## src/rtl/tank_level_pump_controller_defines.svh

```systemverilog
// Assertion macros for the tank level pump controller.
`ifndef TANK_LEVEL_PUMP_CONTROLLER_DEFINES_SVH
`define TANK_LEVEL_PUMP_CONTROLLER_DEFINES_SVH

// Same-cycle implication, sampled on clk, off while arst_n is low.
`define TLPC_ASSERT_IMP(lbl, ante, cons, msg) \
	lbl: assert property (@(posedge clk) disable iff (!arst_n) (ante) |-> (cons)) \
		else $error(msg);

// Next-cycle implication, sampled on clk, off while arst_n is low.
`define TLPC_ASSERT_NXT(lbl, ante, cons, msg) \
	lbl: assert property (@(posedge clk) disable iff (!arst_n) (ante) |=> (cons)) \
		else $error(msg);

`endif

```

## src/rtl/tlpc_pkg.sv

```systemverilog
// Types and constants shared by the tank level pump controller modules.
package tlpc_pkg;

	// Command codes of the input item.
	localparam logic [2:0] CMD_TICK   = 3'd0;
	localparam logic [2:0] CMD_SET    = 3'd1;
	localparam logic [2:0] CMD_BUTTON = 3'd2;
	localparam logic [2:0] CMD_CLEAR  = 3'd3;
	localparam logic [2:0] CMD_LOCK   = 3'd4;

	// Run status codes.
	localparam logic [1:0] STAT_IDLE    = 2'd0;
	localparam logic [1:0] STAT_RUN     = 2'd1;
	localparam logic [1:0] STAT_TIMEOUT = 2'd2;
	localparam logic [1:0] STAT_LOST    = 2'd3;

	// Configuration register indexes.
	localparam logic [2:0] REG_HEIGHT  = 3'd0;
	localparam logic [2:0] REG_OFFSET  = 3'd1;
	localparam logic [2:0] REG_MIN     = 3'd2;
	localparam logic [2:0] REG_MAX     = 3'd3;
	localparam logic [2:0] REG_MAX_RT  = 3'd4;
	localparam logic [2:0] REG_AUTO    = 3'd5;

	// Configuration reset values.
	localparam logic [15:0] RST_HEIGHT = 16'd1200;
	localparam logic [15:0] RST_OFFSET = 16'd250;
	localparam logic [6:0]  RST_MIN    = 7'd25;
	localparam logic [6:0]  RST_MAX    = 7'd95;
	localparam logic [16:0] RST_MAX_RT = 17'd2700;
	localparam logic        RST_AUTO   = 1'b1;

	// Timing limits and fixed values.
	localparam logic [15:0] FRESH_LIMIT   = 16'd20;
	localparam logic [15:0] LOST_LIMIT    = 16'd120;
	localparam logic [16:0] RUN_SAT       = 17'h1FFFF;
	localparam logic [10:0] LEVEL_FULL    = 11'd1000;
	localparam logic [10:0] LEVEL_INVALID = 11'h7FF;
	localparam logic [27:0] LEVEL_SCALE   = 28'd2000;
	localparam int          DIV_STEPS     = 10;

	typedef enum logic [1:0] {
		CS_IDLE,
		CS_PREP,
		CS_DIV,
		CS_APPLY
	} ctrl_state_t;

	typedef struct packed {
		logic capture;
		logic prep;
		logic div_step;
		logic apply;
	} dp_cmd_t;

	typedef struct packed {
		logic is_tick;
		logic div_last;
	} dp_stat_t;

endpackage

```

## src/rtl/tank_level_pump_controller.sv

```systemverilog
// Top level of the tank level pump controller: sequencer, datapath and checks.
// A tick passes through capture, preparation, the ten-step restoring level divider and the
// state update before its result is registered; any other command skips the divider.
// A new item is taken only once the previous one has been applied; the update waits on out_stall.
// Reset (arst_n low, asynchronous): configuration to defaults, relay off, run status idle,
// level and runtime zero, link marked online, lock cleared, no result pending.
`include "tank_level_pump_controller_defines.svh"

module tank_level_pump_controller
	import tlpc_pkg::*;
(
	input  logic               clk,
	input  logic               arst_n,
	// Configuration write port.
	input  logic               cfg_we,
	input  logic [2:0]         cfg_index,
	input  logic [16:0]        cfg_data,
	// Input channel.
	input  logic               in_valid,
	output logic               in_stall,
	input  logic [2:0]         cmd,
	input  logic               value,
	input  logic               has_sample,
	input  logic [15:0]        sample_age_sec,
	input  logic [15:0]        distance_tenths_cm,
	input  logic               link_online,
	// Output channel.
	output logic               out_valid,
	input  logic               out_stall,
	output logic               pump_on,
	output logic [1:0]         status,
	output logic signed [10:0] level_tenths_pct,
	output logic [16:0]        runtime_sec,
	output logic               lock_active,
	output logic               sample_fresh
);

	// The sequencer and the datapath see each other only through these two groups.
	dp_cmd_t  dp_cmd;
	dp_stat_t dp_stat;

	// The sequencer takes one transfer at a time. The result register sits in the
	// datapath, so a new item can be taken while the previous result still waits;
	// the state update of the new item holds back until that result is gone.
	tlpc_ctrl u_ctrl (
		.clk       (clk),
		.arst_n    (arst_n),
		.in_valid  (in_valid),
		.in_stall  (in_stall),
		.out_valid (out_valid),
		.out_stall (out_stall),
		.stat      (dp_stat),
		.cmd       (dp_cmd)
	);

	// The datapath captures the item, works out the level for ticks with a
	// restoring divider (one quotient bit a cycle), then applies the command to
	// the relay, status, runtime, link and lock state in a single step.
	tlpc_datapath u_dp (
		.clk                (clk),
		.arst_n             (arst_n),
		.cfg_we             (cfg_we),
		.cfg_index          (cfg_index),
		.cfg_data           (cfg_data),
		.cmd_in             (cmd),
		.value              (value),
		.has_sample         (has_sample),
		.sample_age_sec     (sample_age_sec),
		.distance_tenths_cm (distance_tenths_cm),
		.link_online        (link_online),
		.cmd                (dp_cmd),
		.stat               (dp_stat),
		.pump_on            (pump_on),
		.status             (status),
		.level_tenths_pct   (level_tenths_pct),
		.runtime_sec        (runtime_sec),
		.lock_active        (lock_active),
		.sample_fresh       (sample_fresh)
	);

	// Once an item is taken, no further transfer is taken in the next cycle.
	`TLPC_ASSERT_NXT(a_busy_after_take, in_valid && !in_stall, in_stall, "took two items back to back")

	// The divider runs its full count before the state update.
	`TLPC_ASSERT_NXT(a_div_runs_on, dp_cmd.div_step && !dp_stat.div_last, dp_cmd.div_step && !dp_cmd.apply, "divider stopped early")

	// A new result appears only right after a state update.
	`TLPC_ASSERT_IMP(a_result_from_apply, $rose(out_valid), $past(dp_cmd.apply), "result without update")

endmodule

```

## src/rtl/tlpc_ctrl.sv

```systemverilog
// Sequencer of the tank level pump controller: handshakes and datapath commands.
module tlpc_ctrl
	import tlpc_pkg::*;
(
	input  logic     clk,
	input  logic     arst_n,
	input  logic     in_valid,
	output logic     in_stall,
	output logic     out_valid,
	input  logic     out_stall,
	input  dp_stat_t stat,
	output dp_cmd_t  cmd
);

	ctrl_state_t state_q, state_n;
	logic        out_valid_q;
	logic        out_free;

	assign out_free = !out_valid_q || !out_stall;

	always_ff @(posedge clk or negedge arst_n) begin
		if (!arst_n) begin
			state_q     <= CS_IDLE;
			out_valid_q <= 1'b0;
		end else begin
			state_q <= state_n;
			if (cmd.apply) begin
				out_valid_q <= 1'b1;
			end else if (!out_stall) begin
				out_valid_q <= 1'b0;
			end
		end
	end

	always_comb begin
		state_n = state_q;
		unique case (state_q)
			CS_IDLE:  if (in_valid) state_n = CS_PREP;
			CS_PREP:  state_n = stat.is_tick ? CS_DIV : CS_APPLY;
			CS_DIV:   if (stat.div_last) state_n = CS_APPLY;
			CS_APPLY: if (out_free) state_n = CS_IDLE;
			default:  state_n = CS_IDLE;
		endcase
	end

	always_comb begin
		cmd.capture  = (state_q == CS_IDLE) && in_valid;
		cmd.prep     = (state_q == CS_PREP);
		cmd.div_step = (state_q == CS_DIV);
		cmd.apply    = (state_q == CS_APPLY) && out_free;
		in_stall     = (state_q != CS_IDLE);
	end

	assign out_valid = out_valid_q;

endmodule

```

## src/rtl/tlpc_datapath.sv

```systemverilog
// Datapath of the tank level pump controller: registers, level divider, state update.
module tlpc_datapath
	import tlpc_pkg::*;
(
	input  logic               clk,
	input  logic               arst_n,
	input  logic               cfg_we,
	input  logic [2:0]         cfg_index,
	input  logic [16:0]        cfg_data,
	input  logic [2:0]         cmd_in,
	input  logic               value,
	input  logic               has_sample,
	input  logic [15:0]        sample_age_sec,
	input  logic [15:0]        distance_tenths_cm,
	input  logic               link_online,
	input  dp_cmd_t            cmd,
	output dp_stat_t           stat,
	output logic               pump_on,
	output logic [1:0]         status,
	output logic signed [10:0] level_tenths_pct,
	output logic [16:0]        runtime_sec,
	output logic               lock_active,
	output logic               sample_fresh
);

	// Configuration.
	logic [15:0] height_q, offset_q;
	logic [6:0]  min_q, max_q;
	logic [16:0] max_rt_q;
	logic        auto_q;

	// Captured item.
	logic [2:0]  cmd_q;
	logic        value_q, has_sample_q, online_q;
	logic [15:0] age_q, dist_q;

	// Divider and level class.
	logic [27:0] rem_q;
	logic [25:0] dsr_q;
	logic [9:0]  quo_q;
	logic [3:0]  cnt_q;
	logic        cls_inv_q, cls_full_q, cls_empty_q;

	// Controller state.
	logic        relay_q, was_online_q, lock_q;
	logic [1:0]  run_status_q;
	logic [10:0] level_q;
	logic [16:0] runtime_q;

	// Result registers.
	logic        o_pump_q, o_lock_q, o_fresh_q;
	logic [1:0]  o_status_q;
	logic [10:0] o_level_q;
	logic [16:0] o_runtime_q;

	logic [16:0] empty_w, diff_w;
	logic [27:0] num_w;
	logic        ge_w;
	logic [10:0] lvl_w;
	logic        fresh_w, snap_w;
	logic [10:0] min10_w, max10_w, lvl_cmp_w;

	logic        relay_n, was_n, lock_n, fresh_n;
	logic [1:0]  status_n;
	logic [10:0] level_n;
	logic [16:0] rt_n;

	always_ff @(posedge clk or negedge arst_n) begin
		if (!arst_n) begin
			height_q <= RST_HEIGHT;
			offset_q <= RST_OFFSET;
			min_q    <= RST_MIN;
			max_q    <= RST_MAX;
			max_rt_q <= RST_MAX_RT;
			auto_q   <= RST_AUTO;
		end else if (cfg_we) begin
			unique case (cfg_index)
				REG_HEIGHT: height_q <= cfg_data[15:0];
				REG_OFFSET: offset_q <= cfg_data[15:0];
				REG_MIN:    min_q    <= cfg_data[6:0];
				REG_MAX:    max_q    <= cfg_data[6:0];
				REG_MAX_RT: max_rt_q <= cfg_data;
				REG_AUTO:   auto_q   <= cfg_data[0];
				default:    ;
			endcase
		end
	end

	always_ff @(posedge clk) begin
		if (cmd.capture) begin
			cmd_q        <= cmd_in;
			value_q      <= value;
			has_sample_q <= has_sample;
			age_q        <= sample_age_sec;
			dist_q       <= distance_tenths_cm;
			online_q     <= link_online;
		end
	end

	// Numerator 2000 * (empty - d) + h over divisor 2h, rounded half up.
	assign empty_w = {1'b0, offset_q} + {1'b0, height_q};
	assign diff_w  = empty_w - {1'b0, dist_q};
	assign num_w   = ({11'b0, diff_w} * LEVEL_SCALE) + {12'b0, height_q};
	assign ge_w    = rem_q >= {2'b0, dsr_q};

	always_ff @(posedge clk) begin
		if (cmd.prep) begin
			rem_q       <= num_w;
			dsr_q       <= {height_q, 10'b0};
			cls_inv_q   <= (dist_q == 16'd0);
			cls_full_q  <= (dist_q <= offset_q);
			cls_empty_q <= ({1'b0, dist_q} >= empty_w) || (height_q == 16'd0);
		end else if (cmd.div_step) begin
			if (ge_w) rem_q <= rem_q - {2'b0, dsr_q};
			quo_q <= {quo_q[8:0], ge_w};
			dsr_q <= dsr_q >> 1;
		end
	end

	always_ff @(posedge clk or negedge arst_n) begin
		if (!arst_n) begin
			cnt_q <= '0;
		end else if (cmd.prep) begin
			cnt_q <= '0;
		end else if (cmd.div_step) begin
			cnt_q <= cnt_q + 4'd1;
		end
	end

	assign stat.is_tick  = (cmd_q == CMD_TICK);
	assign stat.div_last = (cnt_q == 4'(DIV_STEPS - 1));

	always_comb begin
		priority if (cls_inv_q) begin
			lvl_w = LEVEL_INVALID;
		end else if (cls_full_q) begin
			lvl_w = LEVEL_FULL;
		end else if (cls_empty_q) begin
			lvl_w = 11'd0;
		end else if ({1'b0, quo_q} > LEVEL_FULL) begin
			lvl_w = LEVEL_FULL;
		end else begin
			lvl_w = {1'b0, quo_q};
		end
	end

	assign fresh_w   = has_sample_q && (age_q < FRESH_LIMIT);
	assign snap_w    = relay_q;
	assign min10_w   = {4'b0, min_q} * 11'd10;
	assign max10_w   = {4'b0, max_q} * 11'd10;
	assign lvl_cmp_w = {1'b0, level_n[9:0]};

	always_comb begin
		relay_n  = relay_q;
		status_n = run_status_q;
		level_n  = level_q;
		rt_n     = runtime_q;
		was_n    = was_online_q;
		lock_n   = lock_q;
		fresh_n  = 1'b0;
		unique case (cmd_q)
			CMD_TICK: begin
				fresh_n = fresh_w;
				level_n = fresh_w ? lvl_w : LEVEL_INVALID;
				if (snap_w) begin
					rt_n = (runtime_q == RUN_SAT) ? runtime_q : runtime_q + 17'd1;
				end else begin
					rt_n = '0;
				end
				if (snap_w && (rt_n >= max_rt_q)) begin
					relay_n  = 1'b0;
					status_n = STAT_TIMEOUT;
				end else begin
					if (!online_q && was_online_q) begin
						was_n  = 1'b0;
						lock_n = 1'b0;
					end else if (online_q && !was_online_q) begin
						was_n = 1'b1;
					end
					if (auto_q && (age_q > LOST_LIMIT) && snap_w) begin
						relay_n  = 1'b0;
						status_n = STAT_LOST;
					end else begin
						// An automatic switch replaces any held node lost status.
						if (auto_q && !lock_n && (run_status_q != STAT_TIMEOUT)
								&& !level_n[10]) begin
							if ((lvl_cmp_w <= min10_w) && !snap_w) begin
								relay_n  = 1'b1;
								status_n = STAT_RUN;
							end
							if ((lvl_cmp_w >= max10_w) && snap_w) begin
								relay_n  = 1'b0;
								status_n = STAT_IDLE;
							end
						end
						// Status follows the old relay; off keeps timeout or lost.
						if (snap_w) begin
							status_n = STAT_RUN;
						end else if ((status_n != STAT_TIMEOUT)
								&& (status_n != STAT_LOST)) begin
							status_n = STAT_IDLE;
						end
					end
				end
			end
			CMD_SET: begin
				if (!(lock_q && value_q)) begin
					relay_n  = value_q;
					status_n = value_q ? STAT_RUN : STAT_IDLE;
				end
			end
			CMD_BUTTON: begin
				if (!(online_q && auto_q) && !lock_q) relay_n = !relay_q;
			end
			CMD_CLEAR: begin
				status_n = STAT_IDLE;
				rt_n     = '0;
			end
			CMD_LOCK: lock_n = value_q;
			default: ;
		endcase
	end

	always_ff @(posedge clk or negedge arst_n) begin
		if (!arst_n) begin
			relay_q      <= 1'b0;
			run_status_q <= STAT_IDLE;
			level_q      <= '0;
			runtime_q    <= '0;
			was_online_q <= 1'b1;
			lock_q       <= 1'b0;
		end else if (cmd.apply) begin
			relay_q      <= relay_n;
			run_status_q <= status_n;
			level_q      <= level_n;
			runtime_q    <= rt_n;
			was_online_q <= was_n;
			lock_q       <= lock_n;
		end
	end

	always_ff @(posedge clk) begin
		if (cmd.apply) begin
			o_pump_q    <= relay_n;
			o_status_q  <= status_n;
			o_level_q   <= level_n;
			o_runtime_q <= rt_n;
			o_lock_q    <= lock_n;
			o_fresh_q   <= fresh_n;
		end
	end

	assign pump_on          = o_pump_q;
	assign status           = o_status_q;
	assign level_tenths_pct = o_level_q;
	assign runtime_sec      = o_runtime_q;
	assign lock_active      = o_lock_q;
	assign sample_fresh     = o_fresh_q;

endmodule
```

## config.mk

```make
export PLATFORM = sky130hd
export DESIGN_NAME = tank_level_pump_controller
export DESIGN_NICKNAME = d
export VERILOG_FILES = /design/src/rtl/tlpc_pkg.sv /design/src/rtl/tank_level_pump_controller.sv /design/src/rtl/tlpc_ctrl.sv /design/src/rtl/tlpc_datapath.sv
export VERILOG_INCLUDE_DIRS = /design/src /design/src/rtl
export SDC_FILE = /design/constraint.sdc
export NUM_CORES = 1
export LEC_CHECK = 0
export CORE_MARGIN = 5
export CORE_UTILIZATION = 35
export CTS_CLUSTER_DIAMETER = 50
export CTS_CLUSTER_SIZE = 16
export DETAILED_ROUTE_END_ITERATION = 7
export DONT_BUFFER_PORTS = 1
export PLACE_DENSITY = 0.51
export SLEW_MARGIN = 20
export SYNTH_ARGS = -nofsm -noshare
export SYNTH_HDL_FRONTEND = slang
export SYNTH_SLANG_ARGS = --single-unit
```

## constraint.sdc

```tcl
create_clock -name clk -period 16.6 [get_ports clk]
set_clock_uncertainty 0.15 [all_clocks]
set_input_delay 0.83 -clock clk [delete_from_list [all_inputs] [get_ports clk]]
set_output_delay 0.83 -clock clk [all_outputs]
set_load 0.01 [all_outputs]
```

==> reports/results.ini, run 1 <==
[run_status]
status=finished clean

[sta]
min_period_ns=8.57
fin_setup_tns_ns=0
finalCritPeriodShare=0.516
tightest_slew_ns=1.09
slew_violations=0
slew-limit-headroom=0.276
setup_viol=0
grt_setup_unrepaired=no
fmax_mhz=117
hold_viol=0

[global_route]
gr-max-usage-layer=met2
grtUsageTotal=0.161
grt_first_pass_wirelength_um=73800
grt_use_met3=0.0229
grt_pass1_vias=13275
grt-ovfl-total=0
grtUsageMet1=0.224
grt_use_met2=0.265
antenna_found_initial=4
grt_max_degree=105

[cts]
cts.path.max_buffers=3
clock_tree.root_cell=clkbuf_16
path_clk_slew_ns=0.07
cts_tree=yes
cts-resized-gates=0
cts.sinks=242
clk_latency_ns=0.60
cts_buffers=31
htree_levels=1
post_cts.repair.setup_buffers=0
cts_hold_buf=1

[placement]
dpl.hpwl_um=35300
globalplace.congestion=0.862
numPortBuffers=0

[synthesis]
synth_top_area_frac=0.213
yosys.area_share.simple=0.116
ys_ff_latch=242
synth_top_family_by_area=adder cells
synthTopCellsByArea=edfxtp_1 (21%), ha_1 (14%), dfrtp_1 (11%)
synth_area_leader_cell=edfxtp_1
synth_area_mm2=0.0180
synthArstFlopShare=0.430
synth_compound_area_frac=0.156
synth_edf_count=128
synth_seq_area_share=0.371
synth_top_flop_cell=edfxtp_1
yosys_warnings=0
synth_nets=2139
synth_xor_area_frac=0.0643
synthMuxAreaShare=0.0391
synth_cell_types=86
syn_inst=1825
synth_fa_ha_area_frac=0.200
postSynthAreaPerCell_um2=9.88

[drt]
wl_um=46000
drc=0
ant_nets=0
drt_iter0_drc=680
vias_per_cell=5.20
avgRoutedWirePerCell_um=18.1
first_pass_iters=5
vias=13206

[cells_and_area]
final_common_cell=inv_1
synthToLayoutAreaGrowth_pct=10.6
drive_gt1_frac=0.0990
mostFrequentLayoutCells=inv_1 (222), ha_1 (196), nand2_1 (173), o21ai_0 (131), edfxtp_1 (128)
diodes=0
fin_nets=2148

[worst_setup_path]
cpPeakStageDelay_ns=0.56
critPathSlowestCell=fa_1
required_ns=16.78
worstPathArrival_ns=8.75
path_max_fanout=6
start_kind=flip-flop
crit_type=reg2reg
rr_startpoint=u_dp.height_q[0]
path_buf_inv=5
ff2ff_setup_slack_ns=8.03
reg2reg_depth=34
cp_top_family=adder cells
setup.worst_path.end_class=flip-flop
r2r-end=u_dp.rem_q[27]

[die]
chipWidth_um=237
start_util=0.352
coreArea_mm2=0.0512
die_h_um=237
dieArea_mm2=0.0561
io_pins=98
rows=83

[job]
drv_cap=0

[hold_path]
hold_path_class=in2async

## stage by stage
step / cells / util / worst slack [ns] / hold slack [ns] / cell area, µm²
2_1_floorplan: 1825 / - / 8.68 / 0.287 / 18000
3_3_place_gp: 2480 / 0.368 / 8.17 / 0.311 / 18800
3_5_place_dp: 2480 / 0.368 / 8.05 / 0.327 / 18800
4_1_cts: 2539 / 0.389 / 8.03 / 0.0318 / 19900
5_1_grt: 2539 / 0.389 / 7.28 / 0.0613 / 19900
6_report: 2539 / 0.389 / 8.03 / 0.0318 / 19900
## Yosys cell counts (6+ instances only)
master,count
xor2_1,50
nor2b_1,19
nand4_1,20
mux2i_1,16
a21oi_1,109
dfxtp_1,10
xnor2_1,75
nor4_1,12
o21ai_0,131
o21bai_1,17
o21a_1,13
dfstp_2,26
a31oi_1,14
fa_1,54
nand2b_1,20
o31ai_1,8
and2_1,6
nor3_1,25
or2_2,8
nor3b_1,6
o22a_1,7
nor2_1,86
inv_1,222
or3_1,11
nand3_1,33
o22ai_1,6
buf_1,6
edfxtp_1,128
a21o_1,40
clkbuf_1,29
dfrtp_1,78
mux2_2,47
o211ai_1,13
ha_1,197
a22o_1,14
nand2_1,173
## metal layers
layer / up-vias / wire (µm)
li1: 6454 / -
met1: 6441 / 21800
met2: 243 / 20900
met3: 68 / 1900
met4: 0 / 1310
met5: - / 0
## worst max path at each step
stage,from,to,slack (ns),depth (start not counted)
floorplan,u_dp.offset_q[1],u_dp.rem_q[26],8.68,31
global placement,u_dp.offset_q[1],u_dp.rem_q[27],8.17,30
detailed placement,u_dp.offset_q[1],u_dp.rem_q[27],8.05,30
CTS,u_dp.height_q[0],u_dp.rem_q[27],8.03,34
global route,u_dp.height_q[0],u_dp.rem_q[27],7.28,35
finish,u_dp.height_q[0],u_dp.rem_q[27],8.03,34
## sequential cells by signal, summed over array words and instances (netlist names), 3 cells and up
| name | cells |
|---|---|
| u_dp.age_q | 16 |
| u_dp.cmd_q | 3 |
| u_dp.cnt_q | 4 |
| u_dp.dist_q | 16 |
| u_dp.dsr_q | 26 |
| u_dp.height_q | 16 |
| u_dp.level_q | 11 |
| u_dp.level_tenths_pct | 11 |
| u_dp.max_q | 7 |
| u_dp.max_rt_q | 17 |
| u_dp.min_q | 7 |
| u_dp.offset_q | 16 |
| u_dp.quo_q | 10 |
| u_dp.rem_q | 28 |
| u_dp.runtime_q | 17 |
| u_dp.runtime_sec | 17 |
## cell type report
type / instances / area (µm²)
multi-input combinational: 1323 / 10400
sequential: 242 / 6680
tap: 680 / 851
inverter: 224 / 841
fill: 5085 / 31300
clock buffer: 38 / 832
clock inverter: 20 / 231
timing repair buffer: 12 / 110
## cell families (layout without fill, tap and decap cells)
kind of cell               Yosys count  after routing
DFF                                242            242
xor gates and xnor gates           129            129
and+or+nand+nor                    440            440
AOI/OAI and AO/OA                  434            434
muxes                               64             64
buffers and inverters              260            294
adders and majority gates          256            256
Power of run 1 is left out: the tool's default activity adds up to more than one toggle a clock period on the data nets, which glitch-free logic cannot reach.
==> run 2, diff against run 1 <==
Clock period 16.6 ns to 8.65 ns, I/O delays scaled along.
==> run 2 against run 1 <==
Final area increased by 4.9%. Setup slack got worse by 7.4 ns. Final cell count increased by 3.3%. Flip-flop and latch count unchanged. Critical path type unchanged. Critical path depth increased by 1. Register-to-register slack got worse by 7.4 ns. Die area unchanged.
==> reports/results.ini, run 2 (same netlist as run 1, synthesis figures left out) <==
[worst_setup_path]
reg2reg_depth=35  ; +2.9%
cp-startpoint=u_dp.offset_q[1]
worstPathArrival_ns=8.25  ; -0.50 ns
critPathSlowestCell=fa_1
cpPeakStageDelay_ns=0.57  ; about the same
r2r-end=u_dp.rem_q[26]
ff2ff_setup_slack_ns=0.58  ; -7.45 ns
start_kind=flip-flop
required_ns=8.83  ; -7.95 ns
endpoint=u_dp.rem_q[26]
path_max_fanout=6  ; unchanged
rr_startpoint=u_dp.offset_q[1]
crit_top_cell=a21oi_1
crit_type=reg2reg
setup.worst_path.end_class=flip-flop

[cells_and_area]
final_common_cell=inv_1
largest_reg_flops=28  ; unchanged
fin_nets=2232  ; +3.9%
reg.largest.list=u_dp.rem_q: 28 flops, u_dp.dsr_q: 26 flops
regMostFlops=u_dp.rem_q
fin_util=0.408  ; +0.0189
stdcell_area_mm2=0.0209  ; +4.9%
stdcell_count=2622  ; +3.3%
fillCellCount=4977  ; -2.1%
drive_gt1_frac=0.120  ; +0.0205
mostFrequentLayoutCells=inv_1 (221), ha_1 (193), nand2_1 (173), o21ai_0 (130), edfxtp_1 (128)
synthToLayoutAreaGrowth_pct=16.0

[cts]
clk_latency_ns=0.59  ; about the same
cts_buffers=29  ; -6.5%
clock_tree.root_cell=clkbuf_16
path_clk_slew_ns=0.07  ; about the same
htree_levels=1  ; unchanged
cts.sinks=242  ; unchanged
cts_tree=yes
cts.path.max_buffers=3  ; unchanged

[die]
dieArea_mm2=0.0561  ; unchanged
io_pins=98  ; unchanged
chipWidth_um=237  ; unchanged
coreArea_mm2=0.0512  ; unchanged
start_util=0.352  ; unchanged
rows=83  ; unchanged
die_h_um=237  ; unchanged

[placement]
numPortBuffers=0  ; unchanged
place_inst=2496  ; +0.65%
placed_cell_area_mm2=0.0190  ; +0.64%
dpl.hpwl_um=35200  ; about the same
globalplace.congestion=0.837  ; -2.9%

[global_route]
grt_pass1_vias=13574  ; +2.3%
grt-ovfl-total=0  ; unchanged
grt_max_degree=105  ; unchanged
grt_use_met3=0.0249  ; +0.00198
grt_use_met2=0.276  ; +0.0109
grtUsageTotal=0.164  ; +0.00269
antenna_found_initial=5  ; +1
grt_first_pass_wirelength_um=74900  ; +1.4%
grtUsageMet1=0.227  ; +0.00321
gr-max-usage-layer=met2

[drt]
avgRoutedWirePerCell_um=17.7  ; -2.1%
drc=0  ; unchanged
drt_iter0_drc=722  ; +6.2%
first_pass_iters=5  ; unchanged
wl_um=46500  ; +1.1%
vias_per_cell=5.11  ; -1.8%
ant_nets=0  ; unchanged
vias=13390  ; +1.4%

[sta]
finalCritPeriodShare=0.932  ; +0.416
setup_viol=0  ; unchanged
whs_ns=0.0407  ; +0.00891 ns
min_period_ns=8.07  ; -0.500 ns
fmax_mhz=124  ; +6.2%
tightest_slew_ns=1.05  ; -0.0362 ns
slew-limit-headroom=0.300  ; +0.0241
hold_viol=0  ; unchanged
grt_setup_unrepaired=yes
slew_violations=0  ; unchanged

[hold_path]
hold_path_class=in2reg

[run_status]
status=finished clean

[job]
drv_cap=0  ; unchanged

run 2: worst max-delay path: cells and delay by family (launching register included):
family | cells | cell delay, ns
AOI/OAI and AO/OA | 14 | 2.31
DFF | 1 | 0.54
and+or+nand+nor | 4 | 0.60
muxes | 1 | 0.25
adders and majority gates | 6 | 2.64
buffers and inverters | 5 | 0.42
xor gates and xnor gates | 5 | 0.89
run 2: final cells by class:
| class | instances | area, µm² | share of cell area |
|---|---|---|---|
| Multi-Input combinational cell | 1323 | 10500 | 0.504 |
| Sequential cell | 242 | 6680 | 0.320 |
| Timing Repair Buffer | 98 | 912 | 0.0436 |
| Tap cell | 680 | 851 | 0.0407 |
| Inverter | 224 | 841 | 0.0402 |
| Clock buffer | 31 | 776 | 0.0371 |
| Clock inverter | 23 | 310 | 0.0148 |
| Antenna cell | 1 | 2.50 | 0.000120 |
run 2: repair_timing:
action                     in CTS  in global routing
hold endpoints to repair      207                  0
hold buffers                   62                  0
setup endpoints to repair       0                  8
gates resized for setup         0                 30
buffers inserted                0                  9
run 2: layer usage:
metal	share of wire	routed length, µm	vias up
met5	0.00058	27	-
met3	0.042	1950	43
li1	-	-	6623
met2	0.47	21800	231
met1	0.47	22000	6489
met4	0.016	731	4
run 2: through the flow:
stage / setup WS [ns] / TNS [ns]
floorplan: 0.726 / 0
global placement: 0.409 / 0
detailed placement: 0.222 / 0
CTS: 0.179 / 0
global route: -0.0667 / -0.0667
finish: 0.584 / 0
run 2: how the worst min path moves through the flow:
stage / startpoint / to / slack, ns / cells after the start
2_1_floorplan: arst_n / u_ctrl.out_valid / -0.01 / 0
3_3_place_gp: arst_n / u_dp.run_status_q[0] / -0.01 / 0
3_5_place_dp: arst_n / u_dp.run_status_q[0] / -0.007 / 0
4_1_cts: cfg_index[2] / u_dp.min_q[1] / 0.008 / 2
5_1_grt: cfg_index[2] / u_dp.min_q[1] / 0.07 / 3
6_report: cfg_index[2] / u_dp.min_q[1] / 0.04 / 2
Power of run 2 is left out for the same reason.
